===== src/rtl/core/aebd_pkg.sv =====
// Shared constants, codes and types for the audio elastic buffer with drift correction.
// Used by aebd_ram, aebd_drift and audio_elastic_buffer_drift. Has no dependencies.
package aebd_pkg;

    localparam int BUF_BYTES = 4096;
    localparam int ADDR_W    = $clog2(BUF_BYTES);
    localparam int FILL_W    = $clog2(BUF_BYTES + 1);
    localparam int CFG_W     = 13;
    localparam int PEND_W    = 10;
    localparam int PEND_MAX  = 1023;
    localparam int MAX_CHUNK = 64;
    localparam int NEED_W    = $clog2(2 * MAX_CHUNK + 1);
    localparam int WIDE_W0   = (FILL_W > CFG_W) ? FILL_W : CFG_W;
    localparam int WIDE_W    = ((WIDE_W0 > PEND_W) ? WIDE_W0 : PEND_W) + 1;

    // Configuration register indexes.
    localparam logic [1:0] REG_TARGET    = 2'd0;
    localparam logic [1:0] REG_THRESHOLD = 2'd1;
    localparam logic [1:0] REG_FRAME     = 2'd2;
    localparam logic [1:0] REG_CHUNK     = 2'd3;

    // Correction codes.
    localparam logic [1:0] CORR_NONE   = 2'd0;
    localparam logic [1:0] CORR_SKIP   = 2'd1;
    localparam logic [1:0] CORR_REPEAT = 2'd2;

    // Item and result kinds.
    localparam logic ACT_WRITE   = 1'b0;
    localparam logic ACT_READ    = 1'b1;
    localparam logic KIND_STATUS = 1'b0;
    localparam logic KIND_SAMPLE = 1'b1;

    typedef struct packed {
        logic [1:0]        corr;
        logic [ADDR_W-1:0] rpos;
        logic [FILL_W-1:0] avail;
    } drift_t;

endpackage


===== src/rtl/core/aebd_drift.sv =====
// Drift: skip up to a frame above target plus threshold, step back a frame below
// target minus threshold when it fits. Depends on aebd_pkg for widths and codes.
module aebd_drift
    import aebd_pkg::*;
(
    input  logic [FILL_W-1:0] avail,
    input  logic [ADDR_W-1:0] rpos,
    input  logic [CFG_W-1:0]  aim_level,
    input  logic [CFG_W-1:0]  drift_margin,
    input  logic [4:0]        frame_bytes,
    output drift_t            drift
);

    logic [WIDE_W-1:0] avail_w;
    logic [WIDE_W-1:0] frame_w;
    logic [WIDE_W-1:0] upper;
    logic [WIDE_W-1:0] avail_plus_thr;
    logic [WIDE_W-1:0] avail_plus_frame;
    logic [WIDE_W-1:0] step;
    logic              do_skip;
    logic              do_repeat;

    always_comb
    begin
        avail_w          = WIDE_W'(avail);
        frame_w          = WIDE_W'(frame_bytes);
        upper            = WIDE_W'(aim_level) + WIDE_W'(drift_margin);
        avail_plus_thr   = avail_w + WIDE_W'(drift_margin);
        avail_plus_frame = avail_w + frame_w;
        step             = (frame_w < avail_w) ? frame_w : avail_w;
        do_skip          = avail_w > upper;
        // Below target minus threshold, written without a signed difference.
        do_repeat        = !do_skip && (avail_plus_thr < WIDE_W'(aim_level))
                           && (avail_plus_frame <= WIDE_W'(BUF_BYTES));

        drift.corr  = CORR_NONE;
        drift.rpos  = rpos;
        drift.avail = avail;
        if (do_skip)
        begin
            drift.corr  = CORR_SKIP;
            drift.rpos  = rpos + ADDR_W'(step);
            drift.avail = FILL_W'(avail_w - step);
        end
        else if (do_repeat)
        begin
            drift.corr  = CORR_REPEAT;
            drift.rpos  = rpos - ADDR_W'(frame_bytes);
            drift.avail = FILL_W'(avail_plus_frame);
        end
    end

endmodule


===== config.mk =====
export PLATFORM = sky130hd
export DESIGN_NAME = aebd_drift
export DESIGN_NICKNAME = d
export VERILOG_FILES = /design/src/rtl/core/aebd_pkg.sv /design/src/rtl/core/aebd_drift.sv
export SDC_FILE = /design/constraint.sdc
export NUM_CORES = 1
export LEC_CHECK = 0
export BUFFER_PORTS_ARGS = -buffer_cell sky130_fd_sc_hd__buf_2
export CORE_MARGIN = 2
export CORE_UTILIZATION = 50
export DETAILED_ROUTE_END_ITERATION = 12
export PLACE_DENSITY = 0.74
export SLEW_MARGIN = 0
export SYNTH_ARGS = -nofsm -noshare
export SYNTH_HDL_FRONTEND = slang
export SYNTH_SLANG_ARGS = --single-unit

===== constraint.sdc =====
create_clock -name vclk -period 5
set_clock_uncertainty 0.1 [all_clocks]
set_input_delay 0.25 -clock vclk [all_inputs]
set_output_delay 0.25 -clock vclk [all_outputs]
set_load 0.02 [all_outputs]

== Word level (Yosys, flattened, before mapping) ==
Cells that the tools add are included.

* Output and inout bits: 27
* Bits of input ports: 56
* Flip-flop bits (word level): 0

* Add/sub/neg operators: 6
* Reduce and logical (&&, ||, !) cells: 3
* Muxes and demuxes: 3
* Order comparisons: 4

{| class="wikitable"
|+ Operator list
! kind !! count
|-
| $mux 27 || 2
|-
| $add 13x13->14 || 2
|-
| $add 13x5->14 || 1
|-
| $gt 13x14->1 || 1
|-
| $le 14x13->1 const B || 1
|-
| $lt 14x13->1 || 1
|-
| $lt 5x13->1 || 1
|-
| $mux 13 || 1
|-
| $sub 13x13->13 || 1
|-
| $add 12x12->12 || 1
|-
| $sub 12x5->12 || 1
|-
| $logic_and 1x1->1 || 2
|-
| $logic_not 1->1 || 1
|}

== Depth between registers and ports, before layout ==
Gate-level depths: netlist (run 1).

* Depth in word-level cells: 7
* Depth in mapped cells: 22

== Worst setup path before layout (run 1) ==
No wires, ideal clock.

* Path type: input port to output port
* Start: input port avail[1]
* End: output port drift[11] (netlist bit)
* Required time: 4.650 ns
* Buffers on the path: 0
* Stages on the path: 18
* Path slack: 0.467 ns
* Arrival time: 4.183 ns
* Cells stage by stage: inv_1 -> ha_1 -> nor2b_1 -> o21a_1 -> o21ai_0 -> nand2b_1 -> a21oi_1 -> nor4_2 -> mux2i_1 -> ha_1 -> nor2b_1 -> o21ai_0 -> a21oi_1 -> o21ai_0 -> or3b_2 -> or4_1 -> o41ai_2 -> xor2_1

{| class="wikitable"
|+ RTL lines
! what !! RTL line !! text
|-
| start, declared || aebd_drift.sv:6 || <nowiki>input logic [FILL_W-1:0] avail,</nowiki>
|-
| end, declared || aebd_drift.sv:11 || <nowiki>output drift_t drift</nowiki>
|}

==> results.json, run 1 <==
{
  "ios": 83,
  "critical_path.endpoint_type": "primary output",
  "total_leakage_power_uw": 0.002195,
  "netlist_area_um2": 3841,
  "path_cells": "buf_2 -> ha_1 -> fa_1 -> a21o_1 -> a21oi_2 -> o21bai_1 -> a21oi_1 -> o21ba_2 -> o21ai_0 -> o41ai_1 -> xnor2_1 -> ha_1 -> a211oi_1 -> o311ai_2 -> nor3_4 -> buf_6 -> nand3_2 -> o41ai_2 -> xor2_1 -> buf_4",
  "route.detailed.drc": 0,
  "critPathMostFrequentCell": "ha_1",
  "wl_per_cell_um": 14.60,
  "track_usage": 0.2345,
  "power_density_nw_per_um2": 164.7,
  "antenna_found_initial": 0,
  "row_count": 31,
  "grt_remaining_overflow": 0,
  "crit_required_ns": 4.65,
  "ant_nets": 0,
  "crit_path_top_delay_cell": "fa_1",
  "register_area_um2": 0,
  "die_height_um": 91.65,
  "crit_start": "avail[0]",
  "setup_viol": 0,
  "grt_pass1_wl_um": 16910,
  "clkbuf_count": 0,
  "grt_max_degree": 26,
  "io_buffers": 83,
  "start_kind": "primary input",
  "crit_fanout": 6,
  "crit_buf_inv": 3,
  "max_stage_delay_ns": 0.42,
  "holdBufCountCts": 0,
  "yosys_warnings": 0,
  "syn_avg_cell_area_um2": 7.430,
  "peakVddDrop_v": 0.00009093,
  "min_from": "rpos[11]",
  "whs_ns": 0.6896,
  "start_util": 0.5240,
  "syn_inst": 517,
  "diodes": 0,
  "nets": 746,
  "critical_path.top_delay_family": "compound AO/OA/AOI/OAI gates",
  "min_path_type": "in2out",
  "vias_per_cell": 5.751,
  "via_count": 4020,
  "hold_violations": 0,
  "yosysUniqueCellTypes": 71,
  "seq_cells": 0,
  "finalCritPeriodShare": 0.9511,
  "drt_iter0_drc": 177,
  "dieArea_um2": 8400,
  "fillCellCount": 700,
  "place_congestion": 0.8969,
  "arrival_ns": 4.41,
  "dp_hpwl_um": 8493,
  "drv_slew": 0,
  "outcome": "finished, final reports clean",
  "drt-total-wl_um": 10210,
  "max_freq_mhz": 210.3,
  "drive_above_1_share": 0.2117,
  "fin_crit_ns": 4.755,
  "grt_pass1_vias": 3755,
  "die_w_um": 91.65,
  "cap_violations": 0,
  "coreArea_um2": 7331,
  "power_uw": 738.3,
  "worstSetupPathType": "in2out",
  "ys_seq_area_frac": 0,
  "drtPass1Iterations": 5,
  "area_delta_synth_final_pct": 16.68
}
-- cell usage after synthesis, types with 3 or more instances --
cell       count  area, µm²
or2_2          3      18.77
nand3_1       24      120.1
xor2_1        24      210.2
o21ai_0       27      135.1
o311ai_0       3      26.28
mux2i_1        7      70.07
nand2b_1      13      81.33
or3_1          5      31.28
o21bai_1       5      37.54
a21o_1        12      90.09
a211oi_1       3      22.52
nand2_1       24      90.09
nor3_1        13      65.06
nor2_1        41      153.9
o31ai_1        4      30.03
ha_1          82       1026
nand4_1        7      43.79
nor2b_1        9      56.30
a311o_1        4      40.04
and3_1         4      25.02
a21oi_1       31      155.2
clkbuf_1       4      15.01
xnor2_1       24      210.2
and2_1         4      25.02
buf_6          3      33.78
or4_1          4      30.03
a211o_1        4      35.03
o22ai_1        4      25.02
o2111ai_1      3      26.28
inv_1         49      183.9
o21a_1         8      60.06
fa_1           6      120.1
buf_2          6      30.03
o211ai_1       7      52.55
a31oi_1        4      25.02
-- final timing paths --
| path | endpoint | cells after the start |
|---|---|---|
| worst min-delay path | drift[24] | 3 |
| worst max-delay path | drift[11] | 20 |
-- power breakdown --
group | total, µW | switching (µW) | internal (µW) | leakage (µW)
registers | 0 | 0 | 0 | 0
logic | 738 | 438 | 300 | 0.00220
clock network | 0 | 0 | 0 | 0
total | 738 | 438 | 300 | 0.00220
-- metal layers --
metal / wire length [µm] / GRT usage / vias to the layer above
met4: 48 / 0.02146 / 0
li1: - / - / 2073
met5: 0 / 0 / -
met1: 4899 / 0.3330 / 1847
met3: 473 / 0.009039 / 6
met2: 4784 / 0.4075 / 94
-- cells in the final DEF (no fill, tap or decap), types with 7 or more instances in the layout --
| cell | Yosys | final |
|---|---|---|
| o21ai_0 | 27 | 27 |
| a21oi_1 | 31 | 27 |
| buf_2 | 6 | 81 |
| ha_1 | 82 | 79 |
| inv_1 | 49 | 49 |
| o211ai_1 | 7 | 7 |
| xnor2_1 | 24 | 24 |
| buf_4 | 0 | 7 |
| nand2b_1 | 13 | 13 |
| a21o_1 | 12 | 12 |
| o21a_1 | 8 | 8 |
| nor2_1 | 41 | 41 |
| nand2_1 | 24 | 24 |
| xor2_1 | 24 | 24 |
| nand4_1 | 7 | 7 |
| nor2b_1 | 9 | 9 |
| nor3_1 | 13 | 13 |
| nand3_1 | 24 | 23 |
-- per-stage QoR --
stage                 util  instance area (µm²)  instances  setup WS [ns]  setup TNS [ns]
finish              0.6114                 4482        699         0.2447               0
CTS                 0.5965                 4373        698         0.1576               0
global placement    0.5965                 4373        698         0.2670               0
floorplan                -                 3860        522         0.4666               0
global route        0.6114                 4482        699      -0.008621       -0.008621
detailed placement  0.5965                 4373        698         0.1941               0
-- cell families (layout without fill, tap and decap cells) --
kind of cell	count (synthesis)	in the layout	share of synthesized area
buffers and inverters	63	141	0.06938
adder cells (fa/ha/maj)	88	88	0.2984
XOR/XNOR	48	48	0.1094
multiplexers	7	7	0.01824
other	1	6	0.0009763
AO/OA/AOI/OAI	146	146	0.2772
AND/OR/NAND/NOR	164	164	0.2264
-- area by class of cell --
class                      instances  area (µm²)  area share
multi-input combinational        459        3680      0.8210
timing repair buffer              91       488.0      0.1089
inverter                          50       190.2     0.04243
tap                               99       123.9     0.02764
-- repair_timing --
action                     in CTS  in global routing
gates resized for setup         0                 19
buffers inserted                0                  1
setup endpoints to repair       0                 18
No activity file was read; power rests on OpenSTA's default activity.
==> inputs of run 2 (changes only) <==
SKIP_LAST_GASP = 1   (was unset)
clock period = 4.9 ns   (was 5 ns; I/O delays follow)
==> run 2 against run 1 <==
Via count rose by 3.4%. Combinational power rose by 6.4%. Routed wire length increased by 6.0%. Critical path depth rose by 1. Final cell count grew 2.7%.
==> results.json, run 2 (synthesis results as in run 1) <==
{
  "outcome": "finished, final reports clean",
  "die_w_um": 91.65,
  "drt-total-wl_um": 10820,
  "fin_crit_ns": 4.737,
  "setup_viol": 0,
  "antenna_found_initial": 0,
  "power_density_nw_per_um2": 170.7,
  "grt_remaining_overflow": 0,
  "final_util": 0.6276,
  "drtPass1Iterations": 4,
  "place_congestion": 0.9044,
  "met3_usage": 0.004108,
  "peakVddDrop_v": 0.00009911,
  "dp_hpwl_um": 8941,
  "row_count": 31,
  "critical_path.top_delay_family": "compound AO/OA/AOI/OAI gates",
  "fillCellCount": 709,
  "io_buffers": 83,
  "start_util": 0.5240,
  "coreArea_um2": 7331,
  "grt_max_degree": 20,
  "worst_slack_ns": 0.1629,
  "register_area_um2": 0,
  "arrival_ns": 4.39,
  "final.setup.tns_ns": 0,
  "worstSetupPathType": "in2out",
  "use_met2": 0.4332,
  "crit_buf_inv": 3,
  "layout_common_cells": "83 x buf_2, 82 x ha_1, 49 x inv_1",
  "clkbuf_count": 0,
  "ant_nets": 0,
  "path_cells": "buf_2 -> ha_1 -> and3_1 -> a221o_1 -> o211a_1 -> o21ai_0 -> nand2b_1 -> a21o_1 -> a21oi_1 -> xnor2_1 -> ha_1 -> a211oi_2 -> o211ai_1 -> a31oi_1 -> a21oi_1 -> nor3_4 -> buf_12 -> nand2_4 -> or4_1 -> o211ai_1 -> buf_2",
  "hold_violations": 0,
  "ios": 83,
  "crit_required_ns": 4.55,
  "route.detailed.drc": 0,
  "wl_per_cell_um": 15.07,
  "crit_fanout": 7,
  "vias_per_cell": 5.790,
  "total_leakage_power_uw": 0.002298,
  "start_kind": "primary input",
  "area_delta_synth_final_pct": 19.77,
  "dieArea_um2": 8400,
  "drt_iter0_drc": 252,
  "die_height_um": 91.65,
  "grt_pass1_vias": 3815,
  "critical_path.endpoint_type": "primary output",
  "via_count": 4157,
  "min_path_type": "in2out",
  "max_stage_delay_ns": 0.50,
  "preCtsSetupSlack_ns": 0.03022,
  "max_freq_mhz": 211.1,
  "cap_violations": 0,
  "busiest_layer": "met2",
  "whs_ns": 0.6745,
  "final_common_cell": "buf_2",
  "rsz0062_at_grt": "yes",
  "drv_slew": 0,
  "grt_use_met1": 0.3343,
  "diodes": 0,
  "nets": 765,
  "crit_path_top_delay_cell": "or4_1",
  "finalCritPeriodShare": 0.9668,
  "grt_pass1_wl_um": 17070,
  "seq_cells": 0,
  "track_usage": 0.2391,
  "drive_above_1_share": 0.2310,
  "holdBufCountCts": 0
}
-- run 2: changes by cell type in the layout (fill, tap and decap cells not counted), moves of 2 or more --
cell	change
a211oi_2	+2
a21oi_1	+2
a21oi_2	-2
buf_2	+2
buf_4	+16
ha_1	+3
a211oi_1	-2
ha_4	-3
-- run 2: area by class of cell --
cell class,count,area (µm²),area share
inverter,50,190.2,0.04134
multi-input combinational,460,3656,0.7947
tap,99,123.9,0.02692
timing repair buffer,109,630.6,0.1371
-- run 2: routing by layer --
| metal | wire length (µm) | vias up |
|---|---|---|
| li1 | - | 2099 |
| met1 | 4987 | 1914 |
| met2 | 5232 | 140 |
| met3 | 570 | 4 |
| met4 | 27 | 0 |
| met5 | 0 | - |
-- run 2: what timing repair did --
action | in CTS | in global routing
buffers inserted | 0 | 6
endpoints found under the setup margin | 0 | 25
gates resized for setup | 0 | 14
-- run 2: through the flow --
| stage | power, µW | instances | instance area [µm²] |
|---|---|---|---|
| finish | 785.3 | 718 | 4601 |
| global placement | 720.7 | 711 | 4471 |
| detailed placement | 732.1 | 711 | 4471 |
| global route | 863.8 | 718 | 4601 |
| floorplan | 528.1 | 522 | 3860 |
| CTS | 737.0 | 711 | 4471 |
-- run 2: where the power goes --
part,switching [µW],internal (µW),total (µW)
Clock,0,0,0
Combinational,460,325,785
Sequential,0,0,0
Total,460,325,785
-- run 2: final timing paths --
kind | startpoint | endpoint | cells after the start
worst max-delay path | avail[2] | drift[22] | 21
worst min-delay path | rpos[11] | drift[24] | 3
==> inputs of run 3 (changes only) <==
clock period = 5.19 ns   (was 4.9 ns; I/O delays follow)
==> run 3 against run 2 <==
Critical path depth decreased by 1. Sequential cell count unchanged. Final cell count decreased by 2.8%. Critical path type unchanged. Largest power group unchanged.
==> results.json, run 3 (synthesis results as in run 1) <==
{
  "max-slew-margin-rel": 0.6070,
  "preCtsSetupSlack_ns": 0.09833,
  "fin_crit_ns": 4.956,
  "whs_ns": 0.7075,
  "final_util": 0.5998,
  "cap_violations": 0,
  "area_delta_synth_final_pct": 14.46,
  "drive_above_1_share": 0.1953,
  "crit_fanout": 11,
  "diodes": 0,
  "track_usage": 0.2392,
  "worstMarginPinSlew_ns": 0.5878,
  "start_kind": "primary input",
  "peakVddDrop_v": 0.00008486,
  "die_height_um": 91.65,
  "ant_nets": 0,
  "dp_hpwl_um": 8648,
  "route.detailed.drc": 0,
  "power_density_nw_per_um2": 159.0,
  "arrival_ns": 4.60,
  "min_path_type": "in2out",
  "coreArea_um2": 7331,
  "clkbuf_count": 0,
  "fillCellCount": 694,
  "crit_required_ns": 4.83,
  "final-instance-count-excl-fill": 698,
  "drt_iter0_drc": 204,
  "dp_cells": 695,
  "ios": 83,
  "grt_max_degree": 23,
  "multiInputGateArea_um2": 3611,
  "row_count": 31,
  "worst_slack_ns": 0.2336,
  "rsz0062_at_grt": "yes",
  "power_uw": 698.9,
  "total_leakage_power_uw": 0.002185,
  "hold_violations": 0,
  "drv_slew": 0,
  "drt-total-wl_um": 10220,
  "via_count": 4008,
  "setup_viol": 0,
  "seq_cells": 0,
  "die_w_um": 91.65,
  "worstSetupPathType": "in2out",
  "critical_path.endpoint_type": "primary output",
  "grt_pass1_vias": 3733,
  "nets": 745,
  "place_congestion": 0.9514,
  "grt_pass1_wl_um": 17110,
  "dieArea_um2": 8400,
  "register_area_um2": 0,
  "start_util": 0.5240,
  "grt_remaining_overflow": 0,
  "antenna_found_initial": 0,
  "wl_per_cell_um": 14.64,
  "vias_per_cell": 5.742,
  "drtPass1Iterations": 5,
  "layout_common_cells": "83 x buf_2, 82 x ha_1, 49 x inv_1",
  "outcome": "finished, final reports clean",
  "max_freq_mhz": 201.8,
  "io_buffers": 83,
  "finalCritPeriodShare": 0.9550,
  "final_common_cell": "buf_2"
}
## run 3: cell types whose count changed in the layout (fill, tap and decap cells not counted), sizes merged
cell   previous run  this run
buf             109        90
nand2            27        26
## run 3: timing repair
item | CTS | global route
hold buffers | 0 | 0
resized for setup | 0 | 7
buffers inserted | 0 | 3
setup endpoints to repair | 0 | 17
## run 3: final cells by class
| class | count | share of cell area |
|---|---|---|
| timing repair buffer | 90 | 0.1073 |
| inverter | 50 | 0.04326 |
| tap | 99 | 0.02817 |
| multi-input combinational | 459 | 0.8213 |
## run 3: worst max-delay path: stages
cell and delay, ns:
buf_2 0.10, ha_1 0.23, fa_1 0.42, a21o_1 0.20, a21oi_1 0.21, nor2b_1 0.07, o21a_1 0.20, o22ai_1 0.28
o2111ai_1 0.18, a21oi_1 0.20, xor2_1 0.19, ha_1 0.27, nand3_1 0.08, nor2_1 0.06, a221oi_1 0.31, o211ai_2 0.34
or4_1 0.57, o41ai_2 0.08, xor2_1 0.16, buf_2 0.17
## run 3: stage by stage
step | area [µm²] | setup TNS (ns)
floorplan | 3860 | 0
global placement | 4350 | 0
detailed placement | 4350 | 0
CTS | 4350 | 0
global route | 4397 | -0.1657
finish | 4397 | 0
## run 3: final timing paths
kind / startpoint / endpoint / cells past startpoint
setup / recovery: aim_level[0] / drift[11] / 20
hold / removal: rpos[11] / drift[24] / 3
## run 3: routing by layer
layer	track usage	vias up	part of all wire
li1	-	2067	-
met1	0.3442	1814	0.48
met2	0.4038	119	0.45
met3	0.01561	8	0.059
met4	0.02525	0	0.010
met5	0	-	0
## run 3: report_power, final
part / internal [µW] / switching, µW / leakage (µW)
Combinational: 281 / 418 / 0.00219
Sequential: 0 / 0 / 0
Clock: 0 / 0 / 0
Total: 281 / 418 / 0.00219
